`config.mk`:
```
export PLATFORM = sky130hd
export DESIGN_NAME = counting_semaphore_fifo_waiters
export DESIGN_NICKNAME = d
export VERILOG_FILES = /design/src/sv/csem_pkg.sv /design/src/sv/csem_queue.sv /design/src/sv/counting_semaphore_fifo_waiters.sv
export SDC_FILE = /design/constraint.sdc
export NUM_CORES = 1
export LEC_CHECK = 0
export CORE_UTILIZATION = 35
export DETAILED_ROUTE_END_ITERATION = 10
export DONT_BUFFER_PORTS = 1
export PLACE_DENSITY = 0.57
export SLEW_MARGIN = 0
export SYNTH_ARGS = -nofsm -noshare
export SYNTH_HDL_FRONTEND = slang
export SYNTH_SLANG_ARGS = --single-unit
```
`constraint.sdc`:
```
create_clock -name aclk -period 4.11 [get_ports aclk]
set_input_delay 0.2055 -clock aclk [delete_from_list [all_inputs] [get_ports aclk]]
set_output_delay 0.2055 -clock aclk [all_outputs]
set_load 0.01 [all_outputs]
```
`src/sv/csem_pkg.sv`:
```
// Shared constants, codes and handshake structs for the counting semaphore.
`timescale 1ns / 1ps

package csem_pkg;

    // Default sizing
    localparam int DEF_MAX_WAITERS    = 16;
    localparam int DEF_COUNT_BITS     = 16;
    localparam int DEF_WAITER_ID_BITS = 8;

    // Field widths on the ports
    localparam int CMD_W      = 2;
    localparam int ID_FIELD_W = 8;
    localparam int STATUS_W   = 3;
    localparam int COUNT_W    = 16;
    localparam int QLEN_W     = 5;
    localparam int S_DATA_W   = 8;
    localparam int M_DATA_W   = 40;
    localparam int ADDR_W     = 3;
    localparam int APB_DATA_W = 32;

    // Commands
    localparam logic [CMD_W-1:0] CMD_WAIT    = 2'd0;
    localparam logic [CMD_W-1:0] CMD_TRYWAIT = 2'd1;
    localparam logic [CMD_W-1:0] CMD_POST    = 2'd2;
    localparam logic [CMD_W-1:0] CMD_CANCEL  = 2'd3;

    // Result status codes
    localparam logic [STATUS_W-1:0] STAT_GRANTED     = 3'd0;
    localparam logic [STATUS_W-1:0] STAT_QUEUED      = 3'd1;
    localparam logic [STATUS_W-1:0] STAT_WOULD_BLOCK = 3'd2;
    localparam logic [STATUS_W-1:0] STAT_TIMED_OUT   = 3'd3;
    localparam logic [STATUS_W-1:0] STAT_QUEUE_FULL  = 3'd4;
    localparam logic [STATUS_W-1:0] STAT_SATURATED   = 3'd5;

    // Register index (paddr[2])
    localparam logic REG_INITIAL_COUNT = 1'b0;

    // Control state of the top level
    typedef enum logic [2:0] {
        S_IDLE = 3'b001,
        S_POP  = 3'b010,
        S_SCAN = 3'b100
    } state_t;

    // Requests to the waiter queue
    typedef struct packed {
        logic clear;
        logic push;
        logic pop;
        logic cancel;
    } q_req_t;

    // Cancel scan outcome
    typedef struct packed {
        logic done;
        logic found;
    } q_rsp_t;

endpackage

```
`src/sv/csem_queue.sv`:
```
// Waiter queue: circular buffer in a synchronous memory with a cancel scan.
`timescale 1ns / 1ps

module csem_queue import csem_pkg::*; #(
    parameter int MAX_WAITERS    = DEF_MAX_WAITERS,
    parameter int WAITER_ID_BITS = DEF_WAITER_ID_BITS,
    localparam int CNT_W = $clog2(MAX_WAITERS + 1),
    localparam int IDX_W = (MAX_WAITERS > 1) ? $clog2(MAX_WAITERS) : 1
) (
    input  logic                      aclk,
    input  logic                      aresetn,
    input  q_req_t                    req,
    input  logic [WAITER_ID_BITS-1:0] id,
    output q_rsp_t                    rsp,
    output logic [WAITER_ID_BITS-1:0] pop_data,
    output logic [CNT_W-1:0]          total
);

    logic [WAITER_ID_BITS-1:0] mem [MAX_WAITERS];
    logic [WAITER_ID_BITS-1:0] rd_data_reg;

    logic [IDX_W-1:0]          head_reg;
    logic [CNT_W-1:0]          total_reg;
    logic                      scan_reg;
    logic [CNT_W-1:0]          pos_reg;
    logic                      chk_valid_reg;
    logic [CNT_W-1:0]          chk_pos_reg;
    logic                      found_reg;
    logic [WAITER_ID_BITS-1:0] id_reg;

    logic                      scan_issue;
    logic                      scan_done;
    logic                      match;
    logic                      shift_wr;
    logic                      rd_en;
    logic [IDX_W-1:0]          rd_addr;
    logic                      wr_en;
    logic [IDX_W-1:0]          wr_addr;
    logic [WAITER_ID_BITS-1:0] wr_data;

    // Map a queue position to a memory slot
    function automatic logic [IDX_W-1:0] slot(input logic [IDX_W-1:0] base,
                                              input logic [CNT_W-1:0] pos);
        logic [CNT_W:0] sum;
        sum = (CNT_W+1)'(base) + (CNT_W+1)'(pos);
        if (sum >= (CNT_W+1)'(MAX_WAITERS)) begin
            sum = sum - (CNT_W+1)'(MAX_WAITERS);
        end
        return sum[IDX_W-1:0];
    endfunction

    // Scan control: read one entry a cycle, check it the next
    assign scan_issue = scan_reg && (pos_reg < total_reg);
    assign scan_done  = scan_reg && !scan_issue && !chk_valid_reg;
    assign match      = chk_valid_reg && !found_reg && (rd_data_reg == id_reg);
    assign shift_wr   = chk_valid_reg && found_reg;

    // Port muxes
    assign rd_en   = req.pop || scan_issue;
    assign rd_addr = req.pop ? head_reg : slot(head_reg, pos_reg);
    assign wr_en   = req.push || shift_wr;
    assign wr_addr = req.push ? slot(head_reg, total_reg)
                              : slot(head_reg, chk_pos_reg - CNT_W'(1));
    assign wr_data = req.push ? id : rd_data_reg;

    // Memory
    always_ff @(posedge aclk) begin
        if (wr_en) begin
            mem[wr_addr] <= wr_data;
        end
        if (rd_en) begin
            rd_data_reg <= mem[rd_addr];
        end
    end

    // Pointers and scan state
    always_ff @(posedge aclk) begin
        if (!aresetn) begin
            head_reg      <= '0;
            total_reg     <= '0;
            scan_reg      <= 1'b0;
            pos_reg       <= '0;
            chk_valid_reg <= 1'b0;
            chk_pos_reg   <= '0;
            found_reg     <= 1'b0;
        end else if (req.clear) begin
            head_reg      <= '0;
            total_reg     <= '0;
            scan_reg      <= 1'b0;
            chk_valid_reg <= 1'b0;
            found_reg     <= 1'b0;
        end else begin
            if (req.push) begin
                total_reg <= total_reg + CNT_W'(1);
            end
            if (req.pop) begin
                head_reg  <= slot(head_reg, CNT_W'(1));
                total_reg <= total_reg - CNT_W'(1);
            end
            if (req.cancel) begin
                scan_reg      <= 1'b1;
                pos_reg       <= '0;
                chk_valid_reg <= 1'b0;
                found_reg     <= 1'b0;
                id_reg        <= id;
            end else if (scan_reg) begin
                chk_valid_reg <= scan_issue;
                if (scan_issue) begin
                    chk_pos_reg <= pos_reg;
                    pos_reg     <= pos_reg + CNT_W'(1);
                end
                if (match) begin
                    found_reg <= 1'b1;
                end
                if (scan_done) begin
                    scan_reg <= 1'b0;
                    if (found_reg) begin
                        total_reg <= total_reg - CNT_W'(1);
                    end
                end
            end
        end
    end

    assign rsp.done  = scan_done;
    assign rsp.found = found_reg;
    assign pop_data  = rd_data_reg;
    assign total     = total_reg;

`ifndef SYNTHESIS
    a_total_bound: assert property (@(posedge aclk) disable iff (!aresetn)
        total_reg <= CNT_W'(MAX_WAITERS))
        else $error("waiter count above capacity");

    a_push_not_full: assert property (@(posedge aclk) disable iff (!aresetn)
        req.push |-> total_reg < CNT_W'(MAX_WAITERS))
        else $error("push into full queue");

    a_pop_not_empty: assert property (@(posedge aclk) disable iff (!aresetn)
        req.pop |-> total_reg != '0)
        else $error("pop from empty queue");

    a_shift_after_match: assert property (@(posedge aclk) disable iff (!aresetn)
        shift_wr |-> chk_pos_reg != '0)
        else $error("shift write without an earlier match");
`endif

endmodule

```
`src/sv/counting_semaphore_fifo_waiters.sv`:
```
// Top level: counting semaphore with a FIFO wait queue, stream and APB ports.
//
//  Channel | Dir | Handshake         | Payload
//  s_      | in  | s_tvalid/s_tready | tuser: command; tdata: waiter_id
//  m_      | out | m_tvalid/m_tready | tdata: status .. queue_empty
//  apb     | cfg | psel/penable      | initial_count at byte address 0
//
// Wait, trywait and post without a waiter finish in the idle state; post with a
// waiter passes through S_POP for one memory read of the queue head; cancel passes
// through S_SCAN, whose scan reads one queued entry a cycle.
// Reset is synchronous and active low; count and queue come up empty.
// One result waits in the output register while the next item is taken.
`timescale 1ns / 1ps

module counting_semaphore_fifo_waiters import csem_pkg::*; #(
    parameter int MAX_WAITERS    = DEF_MAX_WAITERS,
    parameter int COUNT_BITS     = DEF_COUNT_BITS,
    parameter int WAITER_ID_BITS = DEF_WAITER_ID_BITS
) (
    input  logic                  aclk,
    input  logic                  aresetn,
    input  logic                  s_tvalid,
    output logic                  s_tready,
    input  logic [S_DATA_W-1:0]   s_tdata,   // [7:0] waiter_id
    input  logic [CMD_W-1:0]      s_tuser,   // [1:0] command
    output logic                  m_tvalid,
    input  logic                  m_tready,
    // [2:0] status, [3] woken_valid, [11:4] woken_id, [27:12] count_now,
    // [32:28] queue_length, [33] queue_empty
    output logic [M_DATA_W-1:0]   m_tdata,
    input  logic                  psel,
    input  logic                  penable,
    input  logic                  pwrite,
    input  logic [ADDR_W-1:0]     paddr,
    input  logic [APB_DATA_W-1:0] pwdata,
    output logic [APB_DATA_W-1:0] prdata,
    output logic                  pready
);

    localparam int CNT_W = $clog2(MAX_WAITERS + 1);
    localparam logic [COUNT_BITS-1:0] COUNT_MAX = {COUNT_BITS{1'b1}};

    state_t                    state_reg, state_next;
    logic [COUNT_BITS-1:0]     count_reg, count_next;
    logic [COUNT_W-1:0]        init_reg, init_next;
    logic                      res_valid_reg, res_valid_next;
    logic [STATUS_W-1:0]       res_status_reg, res_status_next;
    logic                      res_woken_reg, res_woken_next;
    logic [ID_FIELD_W-1:0]     res_id_reg, res_id_next;
    logic                      m_tvalid_reg, m_tvalid_next;
    logic [M_DATA_W-1:0]       m_tdata_reg, m_tdata_next;

    q_req_t                    q_req;
    q_rsp_t                    q_rsp;
    logic [WAITER_ID_BITS-1:0] q_pop_data;
    logic [CNT_W-1:0]          q_total;

    logic                      s_xfer;
    logic                      cfg_wr;
    logic [WAITER_ID_BITS+ID_FIELD_W-1:0] id_ext;
    logic [WAITER_ID_BITS+ID_FIELD_W-1:0] woken_ext;
    logic [COUNT_BITS+COUNT_W-1:0]        cfg_count_ext;
    logic [COUNT_BITS+COUNT_W-1:0]        count_out_ext;
    logic [CNT_W+QLEN_W-1:0]              qlen_ext;

    // Width adaption of the fields
    assign id_ext        = {{WAITER_ID_BITS{1'b0}}, s_tdata[ID_FIELD_W-1:0]};
    assign woken_ext     = {{ID_FIELD_W{1'b0}}, q_pop_data};
    assign cfg_count_ext = {{COUNT_BITS{1'b0}}, pwdata[COUNT_W-1:0]};
    assign count_out_ext = {{COUNT_W{1'b0}}, count_reg};
    assign qlen_ext      = {{QLEN_W{1'b0}}, q_total};

    assign s_tready = (state_reg == S_IDLE) && !res_valid_reg;
    assign s_xfer   = s_tvalid && s_tready;
    assign cfg_wr   = psel && penable && pwrite && pready;
    assign pready   = 1'b1;
    assign prdata   = (paddr[2] == REG_INITIAL_COUNT)
                      ? {{(APB_DATA_W-COUNT_W){1'b0}}, init_reg} : '0;
    assign m_tvalid = m_tvalid_reg;
    assign m_tdata  = m_tdata_reg;

    csem_queue #(
        .MAX_WAITERS   (MAX_WAITERS),
        .WAITER_ID_BITS(WAITER_ID_BITS)
    ) u_queue (
        .aclk    (aclk),
        .aresetn (aresetn),
        .req     (q_req),
        .id      (id_ext[WAITER_ID_BITS-1:0]),
        .rsp     (q_rsp),
        .pop_data(q_pop_data),
        .total   (q_total)
    );

    always_comb begin
        state_next      = state_reg;
        count_next      = count_reg;
        init_next       = init_reg;
        res_valid_next  = res_valid_reg;
        res_status_next = res_status_reg;
        res_woken_next  = res_woken_reg;
        res_id_next     = res_id_reg;
        m_tvalid_next   = m_tvalid_reg;
        m_tdata_next    = m_tdata_reg;
        q_req           = '0;

        // Move a finished result into the output register
        if (m_tready) begin
            m_tvalid_next = 1'b0;
        end
        if (res_valid_reg && (!m_tvalid_reg || m_tready)) begin
            m_tvalid_next  = 1'b1;
            m_tdata_next   = {6'b0, (q_total == '0), qlen_ext[QLEN_W-1:0],
                              count_out_ext[COUNT_W-1:0], res_id_reg,
                              res_woken_reg, res_status_reg};
            res_valid_next = 1'b0;
        end

        // Command sequencing
        case (state_reg)
            S_IDLE: begin
                if (s_xfer) begin
                    res_woken_next  = 1'b0;
                    res_id_next     = '0;
                    res_status_next = STAT_GRANTED;
                    case (s_tuser)
                        CMD_WAIT: begin
                            res_valid_next = 1'b1;
                            if (count_reg != '0) begin
                                count_next = count_reg - COUNT_BITS'(1);
                            end else if (q_total < CNT_W'(MAX_WAITERS)) begin
                                q_req.push      = 1'b1;
                                res_status_next = STAT_QUEUED;
                            end else begin
                                res_status_next = STAT_QUEUE_FULL;
                            end
                        end
                        CMD_TRYWAIT: begin
                            res_valid_next = 1'b1;
                            if (count_reg != '0) begin
                                count_next = count_reg - COUNT_BITS'(1);
                            end else begin
                                res_status_next = STAT_WOULD_BLOCK;
                            end
                        end
                        CMD_POST: begin
                            if (q_total != '0) begin
                                q_req.pop  = 1'b1;
                                state_next = S_POP;
                            end else if (count_reg == COUNT_MAX) begin
                                res_valid_next  = 1'b1;
                                res_status_next = STAT_SATURATED;
                            end else begin
                                res_valid_next = 1'b1;
                                count_next     = count_reg + COUNT_BITS'(1);
                            end
                        end
                        CMD_CANCEL: begin
                            q_req.cancel = 1'b1;
                            state_next   = S_SCAN;
                        end
                        default: begin
                            state_next = S_IDLE;
                        end
                    endcase
                end
            end
            S_POP: begin
                res_valid_next  = 1'b1;
                res_status_next = STAT_GRANTED;
                res_woken_next  = 1'b1;
                res_id_next     = woken_ext[ID_FIELD_W-1:0];
                state_next      = S_IDLE;
            end
            S_SCAN: begin
                if (q_rsp.done) begin
                    res_valid_next  = 1'b1;
                    res_status_next = q_rsp.found ? STAT_TIMED_OUT : STAT_GRANTED;
                    state_next      = S_IDLE;
                end
            end
            default: begin
                state_next = S_IDLE;
            end
        endcase

        // Configuration write reloads the count and drops all waiters
        if (cfg_wr && (paddr[2] == REG_INITIAL_COUNT)) begin
            init_next   = pwdata[COUNT_W-1:0];
            count_next  = cfg_count_ext[COUNT_BITS-1:0];
            q_req.clear = 1'b1;
        end
    end

    // Control registers
    always_ff @(posedge aclk) begin
        if (!aresetn) begin
            state_reg     <= S_IDLE;
            count_reg     <= '0;
            init_reg      <= '0;
            res_valid_reg <= 1'b0;
            m_tvalid_reg  <= 1'b0;
        end else begin
            state_reg     <= state_next;
            count_reg     <= count_next;
            init_reg      <= init_next;
            res_valid_reg <= res_valid_next;
            m_tvalid_reg  <= m_tvalid_next;
        end
    end

    // Payload registers
    always_ff @(posedge aclk) begin
        res_status_reg <= res_status_next;
        res_woken_reg  <= res_woken_next;
        res_id_reg     <= res_id_next;
        m_tdata_reg    <= m_tdata_next;
    end

endmodule

```
== Word-level counts from Yosys, hierarchy flattened ==
Memory sizes are Yosys's and may differ from the RTL's. A register that Yosys moved wholly into a read port is not among the register bits.
Cells that the tools add are included.
Widths: inputs -> output; s select.

* Flip-flop bits (word level): 113
* RAM bits: 128
* Word-level logic and storage cells: 165
* Memories: 1

{| class="wikitable"
|+ Memory list
! name !! words !! bits a word !! rd ports !! clocked after Yosys merged registers in !! wr ports !! line !! source
|-
| u_queue.mem || 16 || 8 || 1 || 1 || 1 || csem_queue.sv:19 || <nowiki>logic [WAITER_ID_BITS-1:0] mem [MAX_WAITERS];</nowiki>
|}

* $add $sub $neg: 14
* Order comparisons: 6
* Eq/ne operators: 15
* Muxes and demuxes: 65
* Bitwise operators: 4
* Reduce and logical (&&, ||, !) cells: 43

{| class="wikitable"
|+ Operator list
! cell !! number
|-
| $mux 16 || 7
|-
| $mux 5 || 9
|-
| $mux 3 || 11
|-
| $pmux 16 s2 || 1
|-
| $mux 4 || 6
|-
| $mux 1 || 19
|-
| $add 4x5->6 || 3
|-
| $ge 6x5->1 const B || 3
|-
| $pmux 3 s3 || 2
|-
| $add 16x1->16 const B || 1
|-
| $eq 16x16->1 const B || 1
|-
| $mux 8 || 2
|-
| $pmux 8 s2 || 1
|-
| $reduce_bool 16->1 || 1
|-
| $sub 16x1->16 const B || 1
|-
| $sub 4x1->4 const B || 4
|-
| $logic_and 1x1->1 || 12
|-
| $pmux 3 s2 || 2
|-
| $reduce_bool 2->1 || 6
|-
| $add 5x1->5 const B || 2
|-
| $sub 5x1->5 const B || 2
|-
| $ne 3x3->1 const B || 3
|-
| $reduce_and 3->1 || 3
|-
| $eq 8x8->1 || 1
|-
| 27 further kinds || 44
|}

== Logic depth before layout (Yosys ltp) ==
* Depth in word-level cells: 12
* Depth in mapped cells: 13
* Depth with buffers taken out: 12

== By module ==
A second synthesis with hierarchy kept.

* Cells, all modules: 864
* Area total of the unflattened synthesis: 11,497.3 um^2

{| class="wikitable"
|+ By module, submodules not included
! module !! times used !! cells each !! area an instance (um^2)
|-
| csem_queue || 1 || 433 || 7,245.7
|-
| counting_semaphore_fifo_waiters || 1 || 431 || 4,251.6
|}

== Worst setup path after synthesis ==
Ideal clock, no wire load.

* Path kind: register to register
* Start point: reg count_reg[2]
* End point: mem u_queue.mem[10][0] (netlist name), enable pin
* Arrival: 3.564 ns
* Required time: 3.727 ns
* Setup slack: 0.162 ns
* Cell stages (with the launch flop): 14
* Buffers on the path: 1
* Period minus slack after synthesis: 3.948 ns
* Cells stage by stage: dfxtp_1 or4_1 nor3_1 and3_1 and3_1 buf_1 nor2_1 a21oi_1 ha_1 a21oi_1 nand2_1 xor2_1 xnor2_1 nor3_1

* Longest elaborated chain between the ends: 8
* Elaborated cells between the ends (all ways): 9

{| class="wikitable"
|+ Ends and longest elaborated chain
! item !! line !! source
|-
| start: declaration || counting_semaphore_fifo_waiters.sv:44 || <nowiki>logic [COUNT_BITS-1:0] count_reg, count_next;</nowiki>
|-
| start signal: assignment || counting_semaphore_fifo_waiters.sv:205 || <nowiki>count_reg <= count_next;</nowiki>
|-
| $reduce_bool 16->1 (*) || counting_semaphore_fifo_waiters.sv:129 || <nowiki>if (count_reg != '0) begin</nowiki>
|-
| $mux 1 (*) || counting_semaphore_fifo_waiters.sv:129 ||
|-
| $mux 1 (*) || counting_semaphore_fifo_waiters.sv:126 || <nowiki>case (s_tuser)</nowiki>
|-
| $mux 3 (*) || counting_semaphore_fifo_waiters.sv:122 || <nowiki>if (s_xfer) begin</nowiki>
|-
| $mux 3 (*) || counting_semaphore_fifo_waiters.sv:120 || <nowiki>case (state_reg)</nowiki>
|-
| $logic_or 1x1->1 || csem_queue.sv:61 || <nowiki>assign wr_en = req.push || shift_wr;</nowiki>
|-
| $mux 1 || csem_queue.sv:68 || <nowiki>if (wr_en) begin</nowiki>
|-
| $mux 1 (implied by the code) || csem_queue.sv:69 || <nowiki>mem[wr_addr] <= wr_data;</nowiki>
|-
| end: declaration || csem_queue.sv:19 ||
|}

Mark *: on every way between the ends. The rest lies on a longest branch, timed or not.

== Worst setup path in the final report ==
* Start point: reg count_reg[2]
* End point: mem u_queue.mem[6][0] (netlist name), enable pin

The elaborated chain is that of the path after synthesis.

==> impl_metrics.toml <==
[status]
status = "finished, violations left"
failed_checks = "setup timing"

[route]
wire_per_inst_um = 17.6
drt-pass1-iter-count = 5
post_drt_via_cell_ratio = 4.93
postRouteAntennaNets = 0
drc = 0
num_vias = 7236
drt-total-wl_mm = 25.8
drt_iter0_markers = 571

[power_and_ir_drop]
power_frac_comb_pct = 14.2
leakagePower_nw = 5.38
pwr-share-clk_pct = 36.7
seq_power_share_pct = 49.0
swShare_pct = 24.7
ir_drop_uv = 260
power.density_nw_per_um2 = 431
internal-power_mw = 4.35
power.switching_mw = 1.43

[global_routing]
grt_pass1_wl_mm = 40.4
use_met3_pct = 2.65
antenna_found_initial = 0
grt_pass1_vias = 7031
grt_busiest_layer = "met1"
overflow = 0
grtUsageMet1_pct = 23.2
grt_util_all_layers_pct = 15.4
grt_max_degree = 49
gr-usage-met2_pct = 22.8

[logic_synthesis]
syn_area_per_cell_um2 = 12.5
ys_ff_latch = 248
yosysWarnings = 0
synth.distinct_cells = 69
async_flop_share_pct = 0
syn_inst = 924
netlist_area_um2 = 11500
synth-edff-count = 190
yosysSeqAreaShare_pct = 59.6
synth-main-ff-cell = "edfxtp_1"

[clock_network]
clk_latency_ns = 0.54
cts_buffers = 24
clk_pin_slew_worst_paths_ns = 0.06
clk_path_buf_depth = 3
clk_root_buffer_cell = "clkbuf_16"
cts_tree = "done"
ctsHtreeMaxLevel = 1
clkSinkCount = 248

[critical_path]
worstSetupStartpoint = "count_reg[2]$_SDFFE_PN0P_"
worstSetupPathType = "flip-flop to flip-flop"
arrival_ns = 4.29
path_max_fanout = 8
reg2reg_from = "count_reg[2]$_SDFFE_PN0P_"
reg2regPathDepth = 12
required_ns = 4.25
worstSetupStartpointType = "flip-flop"
endpoint_kind = "flip-flop"

[sta]
post-route-period-util_pct = 101
fmax_mhz = 241
drv_slew = 0
finalHoldViolations = 0
finalWorstSetupSlack_ns = -0.0404
grt_setup_unrepaired = "true"
final.setup_skew_ns = 0.0217
maxSlewHeadroom_pct = 21.4
setup_tns_ns = -0.243
fin_crit_ns = 4.15
setup_violations = 8
tightest_slew_ns = 1.17

[cells_and_area]
nets = 1092
stdcell_area_um2 = 13400
fin_cells = 1467
fin_util_pct = 41.3
drive_gt1_share_pct = 11.2
diodes = 0
area_growth_pct = 16.3
largest_register_ffs = 128

[floorplanning]
die_h_um = 183
core_area_um2 = 32500
start_util_pct = 35.5
std_cell_rows = 66
die_width_um = 183
ios = 127
die_area_um2 = 33600

[placement]
dp_slack_ns = -0.0601
port_buffers = 0
place_hpwl_mm = 18.0
place_inst = 1392
placed_area_um2 = 12300
gp_congestion = 0.844

[hold_path]
hold_depth = 2
hold_path_startpoint = "s_tuser[1]"
hold_class = "input pin to flip-flop"

[run]
maxCapViolCount = 0
## Yosys cell counts, types with 16 or more instances
cell / instances / share of area [%]
ha_1: 30 / 3.3
nor2_1: 30 / 0.98
clkbuf_1: 16 / 0.52
a22oi_1: 17 / 1.1
mux2i_1: 110 / 9.6
a21oi_1: 60 / 2.6
xor2_1: 20 / 1.5
nor3_1: 24 / 1.0
inv_1: 21 / 0.68
edfxtp_1: 190 / 50
buf_4: 31 / 2.0
xnor2_1: 16 / 1.2
nand2_1: 104 / 3.4
nand3_1: 17 / 0.74
dfxtp_1: 58 / 10
o21ai_0: 27 / 1.2
nor2b_1: 22 / 1.2
## cells by family after synthesis
family | share of synthesized area [%]
buffers and inverters | 3.61
flip-flops | 59.6
AO/OA/AOI/OAI | 8.33
XOR/XNOR | 3.02
AND/OR/NAND/NOR | 11.5
adder cells (fa/ha/maj) | 3.78
other | 0.0652
multiplexers | 10.1
## layout by cell type, fill, tap and decap left out, types with 5 or more instances in the layout
cell / netlist / final
clkbuf_16: 0 / 24
nor2_1: 30 / 30
a21oi_1: 60 / 60
inv_1: 21 / 21
edfxtp_1: 190 / 190
and2_1: 10 / 10
mux2i_1: 110 / 109
a21o_1: 5 / 5
clkinv_1: 0 / 8
ha_1: 30 / 30
xnor2_1: 16 / 16
nand4_1: 13 / 13
nor3_1: 24 / 20
or3_1: 6 / 6
dfxtp_1: 58 / 58
buf_4: 31 / 58
xor2_1: 20 / 20
conb_1: 2 / 23
a31oi_1: 11 / 11
dlygate4sd3_1: 0 / 31
a22oi_1: 17 / 17
nor2b_1: 22 / 21
o21ai_0: 27 / 27
nand2b_1: 6 / 6
nand3_1: 17 / 17
nand2_1: 104 / 104
## metrics by stage
stage	hold WS, ns	power [mW]
CTS	0.0335	5.83
detailed placement	0.305	3.66
global placement	0.305	3.66
global route	0.0731	6.02
finish	0.0540	5.77
floorplan	0.304	3.45
## repair_timing
item / CTS / global route
resized for setup: 1 / 2
pin swaps: 0 / 0
setup endpoints to repair: 2 / 56
hold endpoints to repair: 49 / 0
hold buffers: 31 / 0
buffers inserted: 0 / 0
## final cells by class
type / instances / area (um2)
multi-input combinational: 621 / 4360
timing repair buffer: 91 / 786
sequential: 248 / 6870
clock inverter: 15 / 126
inverter: 21 / 78.8
clock buffer: 29 / 629
fill: 3001 / 19000
tap: 442 / 553
## critical path, stage by stage (launching register included)
cell and delay (ns):
dfxtp_1 0.30, or4_1 0.51, nor3_1 0.24, and3_1 0.22, and3_1 0.23, nor2_1 0.06, a21oi_1 0.18, ha_1 0.28
a21oi_1 0.17, nand2_1 0.08, xor2_1 0.26, xor2_2 0.25, nor3_1 0.98
## final timing paths
kind                                 endpoint  slack (ns)
setup / recovery  u_queue.mem[6][0]$_DFFE_PP_       -0.04
hold / removal      state_reg[2]$_SDFFE_PN0P_        0.05
setup reg to reg  u_queue.mem[6][0]$_DFFE_PP_       -0.04
hold reg to reg          m_tdata[1]$_DFFE_PP_        0.42
## layer usage
layer / wire (um) / up-vias
li1: - / 3546
met4: 443 / 0
met1: 12900 / 3455
met3: 1340 / 30
met5: 0 / -
met2: 11100 / 205
## power groups by stage
stage          logic [mW]  registers, mW  clock network (mW)
6_report            0.821           2.83                2.12
5_1_grt             0.912           2.84                2.27
4_1_cts             0.815           2.83                2.18
3_5_place_dp        0.778           2.89                   0
3_3_place_gp        0.779           2.88                   0
2_1_floorplan       0.545           2.90                   0
Power figures use the tool's default switching activity.
